$ cat config.mk
export PLATFORM = sky130hd
export DESIGN_NAME = sha256_stream_hasher_top
export DESIGN_NICKNAME = d
export VERILOG_FILES = /design/src/design/sha_pkg.sv /design/src/design/sha256_stream_hasher_top.sv
export SDC_FILE = /design/constraint.sdc
export NUM_CORES = 2
export LEC_CHECK = 0
export BUFFER_PORTS_ARGS = -buffer_cell sky130_fd_sc_hd__buf_2
export CORE_ASPECT_RATIO = 0.6
export CORE_MARGIN = 2
export CORE_UTILIZATION = 58
export CTS_CLUSTER_DIAMETER = 60
export DETAILED_ROUTE_END_ITERATION = 8
export PLACE_DENSITY_LB_ADDON = 0.05
export SLEW_MARGIN = 10
export SYNTH_ARGS = -nofsm -noshare
export SYNTH_HDL_FRONTEND = slang
export SYNTH_SLANG_ARGS = --single-unit
$ cat constraint.sdc
create_clock -name i_clk -period 20.2 [get_ports i_clk]
set_input_delay 1.01 -clock i_clk [delete_from_list [all_inputs] [get_ports i_clk]]
set_output_delay 1.01 -clock i_clk [all_outputs]
set_load 0.01 [all_outputs]
$ cat src/design/sha_pkg.sv
// Shared types and constants for the SHA-256 stream hasher.
// Holds the round constants, initial hash values, sequencer states and sigma helpers.
// No dependencies.
package sha_pkg;

    localparam int unsigned BLOCK_BITS = 512;
    localparam logic [7:0]  PAD_MARK   = 8'h80;
    localparam logic [5:0]  LEN_START  = 6'd56;
    localparam logic [5:0]  FILL_LAST  = 6'd63;
    localparam logic [5:0]  ROUND_LAST = 6'd63;
    localparam logic [2:0]  WORD_LAST  = 3'd7;

    typedef enum logic [4:0] {
        ST_IDLE  = 5'b00001,
        ST_PAD   = 5'b00010,
        ST_ROUND = 5'b00100,
        ST_FINAL = 5'b01000,
        ST_OUT   = 5'b10000
    } t_state;

    localparam logic [31:0] H_INIT [8] = '{
        32'h6a09e667, 32'hbb67ae85, 32'h3c6ef372, 32'ha54ff53a,
        32'h510e527f, 32'h9b05688c, 32'h1f83d9ab, 32'h5be0cd19
    };

    localparam logic [31:0] K_TABLE [64] = '{
        32'h428a2f98, 32'h71374491, 32'hb5c0fbcf, 32'he9b5dba5, 32'h3956c25b,
        32'h59f111f1, 32'h923f82a4, 32'hab1c5ed5, 32'hd807aa98, 32'h12835b01,
        32'h243185be, 32'h550c7dc3, 32'h72be5d74, 32'h80deb1fe, 32'h9bdc06a7,
        32'hc19bf174, 32'he49b69c1, 32'hefbe4786, 32'h0fc19dc6, 32'h240ca1cc,
        32'h2de92c6f, 32'h4a7484aa, 32'h5cb0a9dc, 32'h76f988da, 32'h983e5152,
        32'ha831c66d, 32'hb00327c8, 32'hbf597fc7, 32'hc6e00bf3, 32'hd5a79147,
        32'h06ca6351, 32'h14292967, 32'h27b70a85, 32'h2e1b2138, 32'h4d2c6dfc,
        32'h53380d13, 32'h650a7354, 32'h766a0abb, 32'h81c2c92e, 32'h92722c85,
        32'ha2bfe8a1, 32'ha81a664b, 32'hc24b8b70, 32'hc76c51a3, 32'hd192e819,
        32'hd6990624, 32'hf40e3585, 32'h106aa070, 32'h19a4c116, 32'h1e376c08,
        32'h2748774c, 32'h34b0bcb5, 32'h391c0cb3, 32'h4ed8aa4a, 32'h5b9cca4f,
        32'h682e6ff3, 32'h748f82ee, 32'h78a5636f, 32'h84c87814, 32'h8cc70208,
        32'h90befffa, 32'ha4506ceb, 32'hbef9a3f7, 32'hc67178f2
    };

    function automatic logic [31:0] ror32(input logic [31:0] x, input int unsigned n);
        return (x >> n) | (x << (32 - n));
    endfunction

    function automatic logic [31:0] big_sigma0(input logic [31:0] x);
        return ror32(x, 2) ^ ror32(x, 13) ^ ror32(x, 22);
    endfunction

    function automatic logic [31:0] big_sigma1(input logic [31:0] x);
        return ror32(x, 6) ^ ror32(x, 11) ^ ror32(x, 25);
    endfunction

    function automatic logic [31:0] small_sigma0(input logic [31:0] x);
        return ror32(x, 7) ^ ror32(x, 18) ^ (x >> 3);
    endfunction

    function automatic logic [31:0] small_sigma1(input logic [31:0] x);
        return ror32(x, 17) ^ ror32(x, 19) ^ (x >> 10);
    endfunction

endpackage

$ cat src/design/sha256_stream_hasher_top.sv
// SHA-256 stream hasher: byte stream in, eight-word digest stream out.
// Depends on sha_pkg (constants, states, sigma functions).
//
//  Channel  | Direction | tdata            | tuser           | tlast
//  ---------+-----------+------------------+-----------------+----------------
//  s_axis   | in        | data_byte [7:0]  | byte_present[0] | end_of_message
//  m_axis   | out       | digest_word[31:0]| word_index [2:0]| last_word
//
// Each byte word is taken when tvalid and tready are both high. The 64th byte of
// a block starts the compression, which runs one round per cycle on a single round
// unit, followed by a state that folds the working variables into the chaining
// words. At the end of a message the padding bytes go through the same byte path
// at one per cycle, pausing while a block compresses (9 to 72 bytes, with one or
// two extra compressions), then the eight digest words are offered one per cycle
// while m_axis is ready. Reset is synchronous and active low; it restores the
// initial hash values and clears the counters. While a block compresses, padding
// runs or the digest waits, s_axis tready stays low; a stalled m_axis holds the
// current digest word.
module sha256_stream_hasher_top (
    input  logic        i_clk,
    input  logic        i_rst_n,
    input  logic        i_s_axis_tvalid,
    output logic        o_s_axis_tready,
    input  logic [7:0]  i_s_axis_tdata,   // [7:0] data_byte
    input  logic [0:0]  i_s_axis_tuser,   // [0] byte_present
    input  logic        i_s_axis_tlast,   // end_of_message
    output logic        o_m_axis_tvalid,
    input  logic        i_m_axis_tready,
    output logic [31:0] o_m_axis_tdata,   // [31:0] digest_word
    output logic [2:0]  o_m_axis_tuser,   // [2:0] word_index
    output logic        o_m_axis_tlast    // last_word
);
    import sha_pkg::*;

    // Control state.
    t_state       r_state,       n_state;
    logic [5:0]   r_fill,        n_fill;
    logic [60:0]  r_total,       n_total;
    logic [5:0]   r_round,       n_round;
    logic [2:0]   r_out_idx,     n_out_idx;
    logic         r_finishing,   n_finishing;
    logic         r_pad_first,   n_pad_first;
    logic         r_len_phase,   n_len_phase;
    logic [31:0]  r_chain [8];
    logic [31:0]  n_chain [8];

    // Datapath: the block buffer doubles as the rolling 16-word schedule window.
    logic [BLOCK_BITS-1:0] r_buf, n_buf;
    logic [31:0]  r_wv [8];
    logic [31:0]  n_wv [8];

    logic         in_fire;
    logic         wr_byte;
    logic [7:0]   wr_data;
    logic         len_byte;
    logic [63:0]  len_bits;
    logic [7:0]   pad_data;
    logic [31:0]  w_cur, w_new, t1, t2;

    assign in_fire  = i_s_axis_tvalid && o_s_axis_tready;
    assign len_bits = {r_total, 3'b000};

    // After the 0x80 marker, zeros run until the fill reaches byte 56; from
    // there the eight length bytes follow, most significant first.
    assign len_byte = !r_pad_first && (r_len_phase || (r_fill == LEN_START));
    always_comb begin
        priority if (r_pad_first) begin
            pad_data = PAD_MARK;
        end else if (len_byte) begin
            pad_data = 8'(len_bits >> {~r_fill[2:0], 3'b000});
        end else begin
            pad_data = 8'h00;
        end
    end

    // Round unit: window word 0 is W[t]; the next schedule word enters at the bottom.
    assign w_cur = r_buf[BLOCK_BITS-1 -: 32];
    assign w_new = w_cur + small_sigma0(r_buf[BLOCK_BITS-33 -: 32])
                 + r_buf[BLOCK_BITS-289 -: 32] + small_sigma1(r_buf[BLOCK_BITS-449 -: 32]);
    assign t1 = r_wv[7] + big_sigma1(r_wv[4])
              + ((r_wv[4] & r_wv[5]) ^ (~r_wv[4] & r_wv[6]))
              + K_TABLE[r_round] + w_cur;
    assign t2 = big_sigma0(r_wv[0])
              + ((r_wv[0] & r_wv[1]) ^ (r_wv[0] & r_wv[2]) ^ (r_wv[1] & r_wv[2]));

    always_comb begin
        n_state     = r_state;
        n_fill      = r_fill;
        n_total     = r_total;
        n_round     = r_round;
        n_out_idx   = r_out_idx;
        n_finishing = r_finishing;
        n_pad_first = r_pad_first;
        n_len_phase = r_len_phase;
        n_chain     = r_chain;
        n_buf       = r_buf;
        n_wv        = r_wv;
        wr_byte     = 1'b0;
        wr_data     = i_s_axis_tdata;

        unique case (r_state)
            ST_IDLE: begin
                if (in_fire) begin
                    n_finishing = i_s_axis_tlast;
                    n_pad_first = 1'b1;
                    if (i_s_axis_tuser[0]) begin
                        wr_byte = 1'b1;
                        n_total = r_total + 61'd1;
                    end
                    if (i_s_axis_tlast) begin
                        n_state = ST_PAD;
                    end
                end
            end
            ST_PAD: begin
                wr_byte     = 1'b1;
                wr_data     = pad_data;
                n_pad_first = 1'b0;
                if (len_byte) begin
                    n_len_phase = 1'b1;
                end
            end
            ST_ROUND: begin
                n_wv[7] = r_wv[6];
                n_wv[6] = r_wv[5];
                n_wv[5] = r_wv[4];
                n_wv[4] = r_wv[3] + t1;
                n_wv[3] = r_wv[2];
                n_wv[2] = r_wv[1];
                n_wv[1] = r_wv[0];
                n_wv[0] = t1 + t2;
                n_buf   = {r_buf[BLOCK_BITS-33:0], w_new};
                n_round = r_round + 6'd1;
                if (r_round == ROUND_LAST) begin
                    n_state = ST_FINAL;
                end
            end
            ST_FINAL: begin
                for (int i = 0; i < 8; i++) begin
                    n_chain[i] = r_chain[i] + r_wv[i];
                end
                priority if (r_len_phase) begin
                    n_state   = ST_OUT;
                    n_out_idx = 3'd0;
                end else if (r_finishing) begin
                    n_state = ST_PAD;
                end else begin
                    n_state = ST_IDLE;
                end
            end
            ST_OUT: begin
                if (i_m_axis_tready) begin
                    // Rotate so the next digest word sits in the output slot.
                    for (int i = 0; i < 7; i++) begin
                        n_chain[i] = r_chain[i+1];
                    end
                    n_chain[7] = r_chain[0];
                    n_out_idx  = r_out_idx + 3'd1;
                    if (r_out_idx == WORD_LAST) begin
                        n_chain     = H_INIT;
                        n_fill      = 6'd0;
                        n_total     = 61'd0;
                        n_finishing = 1'b0;
                        n_len_phase = 1'b0;
                        n_state     = ST_IDLE;
                    end
                end
            end
            default: begin
                n_state = ST_IDLE;
            end
        endcase

        // Byte path shared by message and padding bytes; a full block starts rounds.
        if (wr_byte) begin
            n_buf  = {r_buf[BLOCK_BITS-9:0], wr_data};
            n_fill = r_fill + 6'd1;
            if (r_fill == FILL_LAST) begin
                n_state = ST_ROUND;
                n_round = 6'd0;
                n_wv    = r_chain;
            end
        end
    end

    always_ff @(posedge i_clk) begin
        if (!i_rst_n) begin
            r_state     <= ST_IDLE;
            r_fill      <= 6'd0;
            r_total     <= 61'd0;
            r_round     <= 6'd0;
            r_out_idx   <= 3'd0;
            r_finishing <= 1'b0;
            r_pad_first <= 1'b0;
            r_len_phase <= 1'b0;
            r_chain     <= H_INIT;
        end else begin
            r_state     <= n_state;
            r_fill      <= n_fill;
            r_total     <= n_total;
            r_round     <= n_round;
            r_out_idx   <= n_out_idx;
            r_finishing <= n_finishing;
            r_pad_first <= n_pad_first;
            r_len_phase <= n_len_phase;
            r_chain     <= n_chain;
        end
    end

    always_ff @(posedge i_clk) begin
        r_buf <= n_buf;
        r_wv  <= n_wv;
    end

    assign o_s_axis_tready = (r_state == ST_IDLE);
    assign o_m_axis_tvalid = (r_state == ST_OUT);
    assign o_m_axis_tdata  = r_chain[0];
    assign o_m_axis_tuser  = r_out_idx;
    assign o_m_axis_tlast  = (r_out_idx == WORD_LAST);

    // The input side never opens while a digest is being offered.
    a_no_overlap: assert property (@(posedge i_clk) disable iff (!i_rst_n)
        !(o_s_axis_tready && o_m_axis_tvalid))
        else $error("input ready while digest pending");

    // The last round always hands over to the chaining update.
    a_round_end: assert property (@(posedge i_clk) disable iff (!i_rst_n)
        (r_state == ST_ROUND && r_round == ROUND_LAST) |=> (r_state == ST_FINAL))
        else $error("compression did not finish after round 63");

    // Padding always ends on a block boundary before the digest goes out.
    a_digest_aligned: assert property (@(posedge i_clk) disable iff (!i_rst_n)
        (r_state == ST_FINAL && r_len_phase) |-> (r_fill == 6'd0))
        else $error("digest with partial block");

    // The final digest word restores the counters for the next message.
    a_restart: assert property (@(posedge i_clk) disable iff (!i_rst_n)
        (o_m_axis_tvalid && i_m_axis_tready && o_m_axis_tlast)
        |=> (r_total == 61'd0 && r_fill == 6'd0 && o_s_axis_tready))
        else $error("hasher not reinitialized after digest");

endmodule
# Word-level counts from Yosys, hierarchy flattened
# Memories as Yosys holds them, arrays and structs flattened.
# Cells that the tools add are included.
dict set report word_totals {
  register_bits 1108
  latch_bits 0
  ramBits 0
  rom_bits 2048
  input_bits 14
  output_inout_bits 38
  elab_cells 162
  n_memories 1
}
# memory depth word_bits read_ports rd_ports_with_merged_regs write_ports line
set mem_list {}
lappend mem_list {{(no name shown)} 64 32 1 0 0 sha256_stream_hasher_top.sv:82} ;# + K_TABLE[r_round] + w_cur;
dict set report classes {
  addsub 22
  mul 0
  div_mod_pow 0
  magnitude_cmp 1
  n_eq_ne 15
  n_shift 1
  mux 49
  n_bitwise 29
  reduce_logical 19
}
# op n
set op_table {}
lappend op_table {{$mux 256} 5}
lappend op_table {{$mux 512} 2}
lappend op_table {{$add 32x32->32} 18}
lappend op_table {{$pmux 256 s2} 1}
lappend op_table {{$xor 32x32->32} 9}
lappend op_table {{$mux 61} 4}
lappend op_table {{$and 32x32->32} 5}
lappend op_table {{$pmux 61 s2} 1}
lappend op_table {{$mux 32} 2}
lappend op_table {{$shr 64x6->8} 1}
lappend op_table {{$add 61x1->61 const B} 1}
lappend op_table {{$mux 6} 7}
lappend op_table {{$mux 5} 8}
lappend op_table {{$not 32->32} 1}
lappend op_table {{$or 10x32->32} 1}
lappend op_table {{$or 13x32->32} 1}
lappend op_table {{$or 14x32->32} 1}
lappend op_table {{$or 15x32->32} 1}
lappend op_table {{$or 19x32->32} 1}
lappend op_table {{$or 21x32->32} 1}
lappend op_table {{$or 25x32->32} 1}
lappend op_table {{$or 26x32->32} 1}
lappend op_table {{$or 30x32->32} 1}
lappend op_table {{$or 7x32->32} 1}
lappend op_table {{31 further kinds} 61}

# Depth between registers and ports, before layout
dict set report logic_depth {
  ltp_word 11
  depth_mapped 40
  mapped_depth_nobuf 38
}

# Worst setup path before layout
# No wires, ideal clock.
dict set report synth_timing {
  kind {input to register}
  start {input port i_s_axis_tvalid}
  end {register r_buf[0] (enable)}
  setup_time_ns 3.655
  arrival_ns 10.502
  required_time_ns 16.545
  setup_slack_ns 6.043
  stages 7
  path_buffers 3
  cell_sequence {and2_1 > nand2_1 > and2_1 > clkbuf_1 > clkbuf_1 > clkbuf_1 > nand2_1}
}
dict set report synth_between {
  elab_chain_len 4
}
# element line
set synth_rtl {}
lappend synth_rtl {{start, declared} sha256_stream_hasher_top.sv:22} ;# input logic i_s_axis_tvalid,
lappend synth_rtl {{$logic_and 1x1->1} sha256_stream_hasher_top.sv:60} ;# assign in_fire = i_s_axis_tvalid && o_s_axis_tready;
lappend synth_rtl {{$mux 1} sha256_stream_hasher_top.sv:103} ;# if (in_fire) begin
lappend synth_rtl {{$pmux 1 s2} sha256_stream_hasher_top.sv:101} ;# unique case (r_state)
lappend synth_rtl {{$reduce_bool 2->1 (no source line)} n/a}
lappend synth_rtl {{end signal, assigned} sha256_stream_hasher_top.sv:211} ;# r_buf <= n_buf;
lappend synth_rtl {{end, declared} sha256_stream_hasher_top.sv:48} ;# logic [BLOCK_BITS-1:0] r_buf, n_buf;
# No other way between the ends.
# A chain may end at the register's enable or synchronous reset.

==> out/qor.txt <==
Synthesized Nets: 9824
first drt pass iteration count: 8
Reg area: 0.0273 sq mm
row cnt: 102
net count reported at finish: 9472
Pleak: 34.6 nW
pre-CTS WS: 10.12 ns
P&R area growth vs syn: 6.40%
via/cell ratio: 6.43
register area share after synthesis: 36.2%
ANT nets after route: 0
CP bufs+invs: 6
Slew HR: 5.47%
CTS tree: done
WL per Instance: 26.1 um
Max clock buf depth: 3
buffers added on ports: 51
Detailed Place HPWL: 204000 um
Mapped Cells: 9213
slew of the pin with the lowest slew margin: 1.42 ns
CP max stage delay: 0.99 ns
Clk pin slew, worst setup/hold paths: 0.07 ns
FF+latch count, synth: 1108
die width: 470 um
status: finished clean
starting density of the core: 58.5%
initial drt markers: 10326
Tcrit/Tclk final: 51.7%
critical path arrival: 11.10 ns
IR drop worst, VDD: 114 uV
H-tree depth: 3
worst hold-check path type: flop to flop
total wire length: 279000 um
Final setup viols: 0
area of the mapped netlist: 0.0755 sq mm
worst endpoint required time: 20.87 ns
ys async rst share: 0%
max cap viols: 0
initial antenna violation count: 14
RSZ-0062 raised after global routing: false
clk_lat worst skew: 0.77 ns
# DRC: 0
crit path launch type: flop
Die ar.: 0.133 sq mm
delay-heaviest family, CP: compound AO/OA/AOI/OAI gates
fin worst setup slack: 9.76 ns
Layout Skew: 0.0536 ns
PnR Total Power: 0.00902 W
filler cell count: 11265
clock sink count: 1108
most used cell along the critical path: inv_1
Hold Vio Cnt, Final: 0
CP max FO: 21
Post-DP Area: 0.0764 sq mm
post-synth cell types: 85
syn_area_per_cell: 8.19 sq um
hold_buf cts: 0
WS Path Type: flop to flop
total grt overflow: 0
post-cts sizing count: 0
total CTS buffers: 108
top_reg_cell synth: dfxtp_1
routability congestion estimate: 1.03
largest net degree at the start of global routing: 268
vias in the first global route: 60784
setup bufs post-CTS: 0
Fmax: 95.8 MHz
Post-synth EDFFs: 512
Setup crit end kind: flop
Die Y: 283 um
Ports: 52
core box area: 0.129 sq mm
Inst Count DP: 10467
TNS Setup: 0 ns
Synthesis Warnings: 0
routed via count: 68619
share of layout cells above drive strength 1: 4.95%
max-slew violations: 0
footprint of the multi-input gates: 0.0439 sq mm
Critical-path top delay cell: ha_1
minimum clock period after layout: 10.44 ns
Root Driver: clkbuf_16
first-pass GRT wire length: 407000 um
final instance area: 0.0803 sq mm
total track usage: 40.6%
Final Non-Filler Cells: 10677
Power per Cell Area: 112 mW/mm^2
## through the flow
step | utilization (%) | hold WS, ns
floorplan | - | 0.415
global placement | 59.2 | 0.430
detailed placement | 59.2 | 0.435
CTS | 62.2 | 0.444
global route | 62.2 | 0.466
finish | 62.3 | 0.446
## logic make-up (layout without fill, tap and decap cells)
| logic type | after synthesis | after routing | share of synthesized area (%) |
|---|---|---|---|
| simple gates | 3464 | 3464 | 19.2 |
| fa+ha+maj | 600 | 600 | 11.9 |
| other cells | 0 | 6 | 0 |
| mux | 69 | 69 | 1.22 |
| buf+inv | 1130 | 872 | 5.81 |
| compound gates | 2227 | 2227 | 18.6 |
| flops | 1108 | 1108 | 36.2 |
| xor+xnor | 615 | 615 | 7.15 |
## cell type report
cell class | count | share of cell area (%)
sequential | 1108 | 34.0
timing repair buffer | 156 | 1.38
antenna | 6 | 0.0187
clock buffer | 135 | 3.65
clock inverter | 69 | 1.21
inverter | 512 | 2.41
tap | 1716 | 2.67
multi-input combinational | 6975 | 54.6
## placed cells by master (no fill, tap or decap), types with 50 or more instances in the layout
| cell type | synthesis | final |
|---|---|---|
| a211oi_1 | 64 | 63 |
| o21ai_0 | 618 | 616 |
| and3_1 | 63 | 63 |
| nand2_1 | 2130 | 2125 |
| o21a_1 | 59 | 59 |
| ha_1 | 400 | 399 |
| a21oi_1 | 490 | 489 |
| nand3_1 | 149 | 149 |
| a221oi_1 | 65 | 65 |
| nor3_1 | 138 | 138 |
| buf_2 | 1 | 50 |
| nor2_1 | 660 | 658 |
| xor2_1 | 250 | 250 |
| a21o_1 | 204 | 204 |
| buf_4 | 32 | 100 |
| clkbuf_16 | 0 | 108 |
| o211ai_1 | 97 | 97 |
| xnor2_1 | 364 | 364 |
| or3_1 | 67 | 66 |
| fa_1 | 197 | 197 |
| nand2b_1 | 67 | 66 |
| inv_1 | 509 | 510 |
| dfxtp_1 | 596 | 592 |
| nor2b_1 | 56 | 56 |
| edfxtp_1 | 512 | 512 |
| a31oi_1 | 252 | 252 |
## routing by layer
| metal | share of wire [%] | GRT usage (%) |
|---|---|---|
| met5 | 0.18 | 2.24 |
| met4 | 2.0 | 7.60 |
| met3 | 18 | 19.2 |
| met2 | 35 | 47.4 |
| met1 | 46 | 64.9 |
## synth_stat cells, types with 32 or more instances
master | n | area, sq um
a221oi_1 | 65 | 569
nor3_1 | 138 | 691
ha_1 | 400 | 5000
mux2_2 | 34 | 383
nand3_1 | 149 | 746
buf_1 | 36 | 135
edfxtp_1 | 512 | 15400
nand2b_1 | 67 | 419
fa_1 | 197 | 3940
a31oi_1 | 252 | 1580
and3_1 | 63 | 394
o211ai_1 | 97 | 728
a21oi_1 | 490 | 2450
dfxtp_1 | 596 | 11900
nor2b_1 | 56 | 350
o21a_1 | 59 | 443
o221ai_1 | 33 | 289
inv_1 | 509 | 1910
clkbuf_1 | 545 | 2050
o21ai_0 | 618 | 3090
xor2_1 | 250 | 2190
or3_1 | 67 | 419
buf_4 | 32 | 240
a21o_1 | 204 | 1530
nor2_1 | 660 | 2480
nand2_1 | 2130 | 8000
xnor2_1 | 364 | 3190
a211oi_1 | 64 | 480
o311ai_0 | 43 | 377
o22ai_1 | 39 | 244
## sequential cells by signal (all words and copies together), names as in the netlist
register and flops:
o_m_axis_tdata 32, o_m_axis_tuser 3, r_buf 512, r_chain 224, r_fill 6, r_finishing 1, r_len_phase 1, r_pad_first 1
r_round 6, r_state 5, r_total 61, r_wv 256
## worst paths after layout
| path | endpoint | startpoint | slack (ns) | cells after the start |
|---|---|---|---|---|
| worst max-delay path | r_wv[255] | r_round[0] | 9.76 | 36 |
| worst min register to register | r_fill[5] | r_fill[5] | 0.45 | 1 |
| worst min-delay path | r_fill[5] | r_fill[5] | 0.45 | 1 |
| worst max register to register | r_wv[255] | r_round[0] | 9.76 | 36 |
## power by group
part | total, W | internal (W) | switching (W)
registers | 0.00282 | 0.00265 | 0.000173
logic | 0.00393 | 0.00147 | 0.00246
clock network | 0.00227 | 0.00128 | 0.000995
Note: power is estimated with default switching activity, not from simulation.
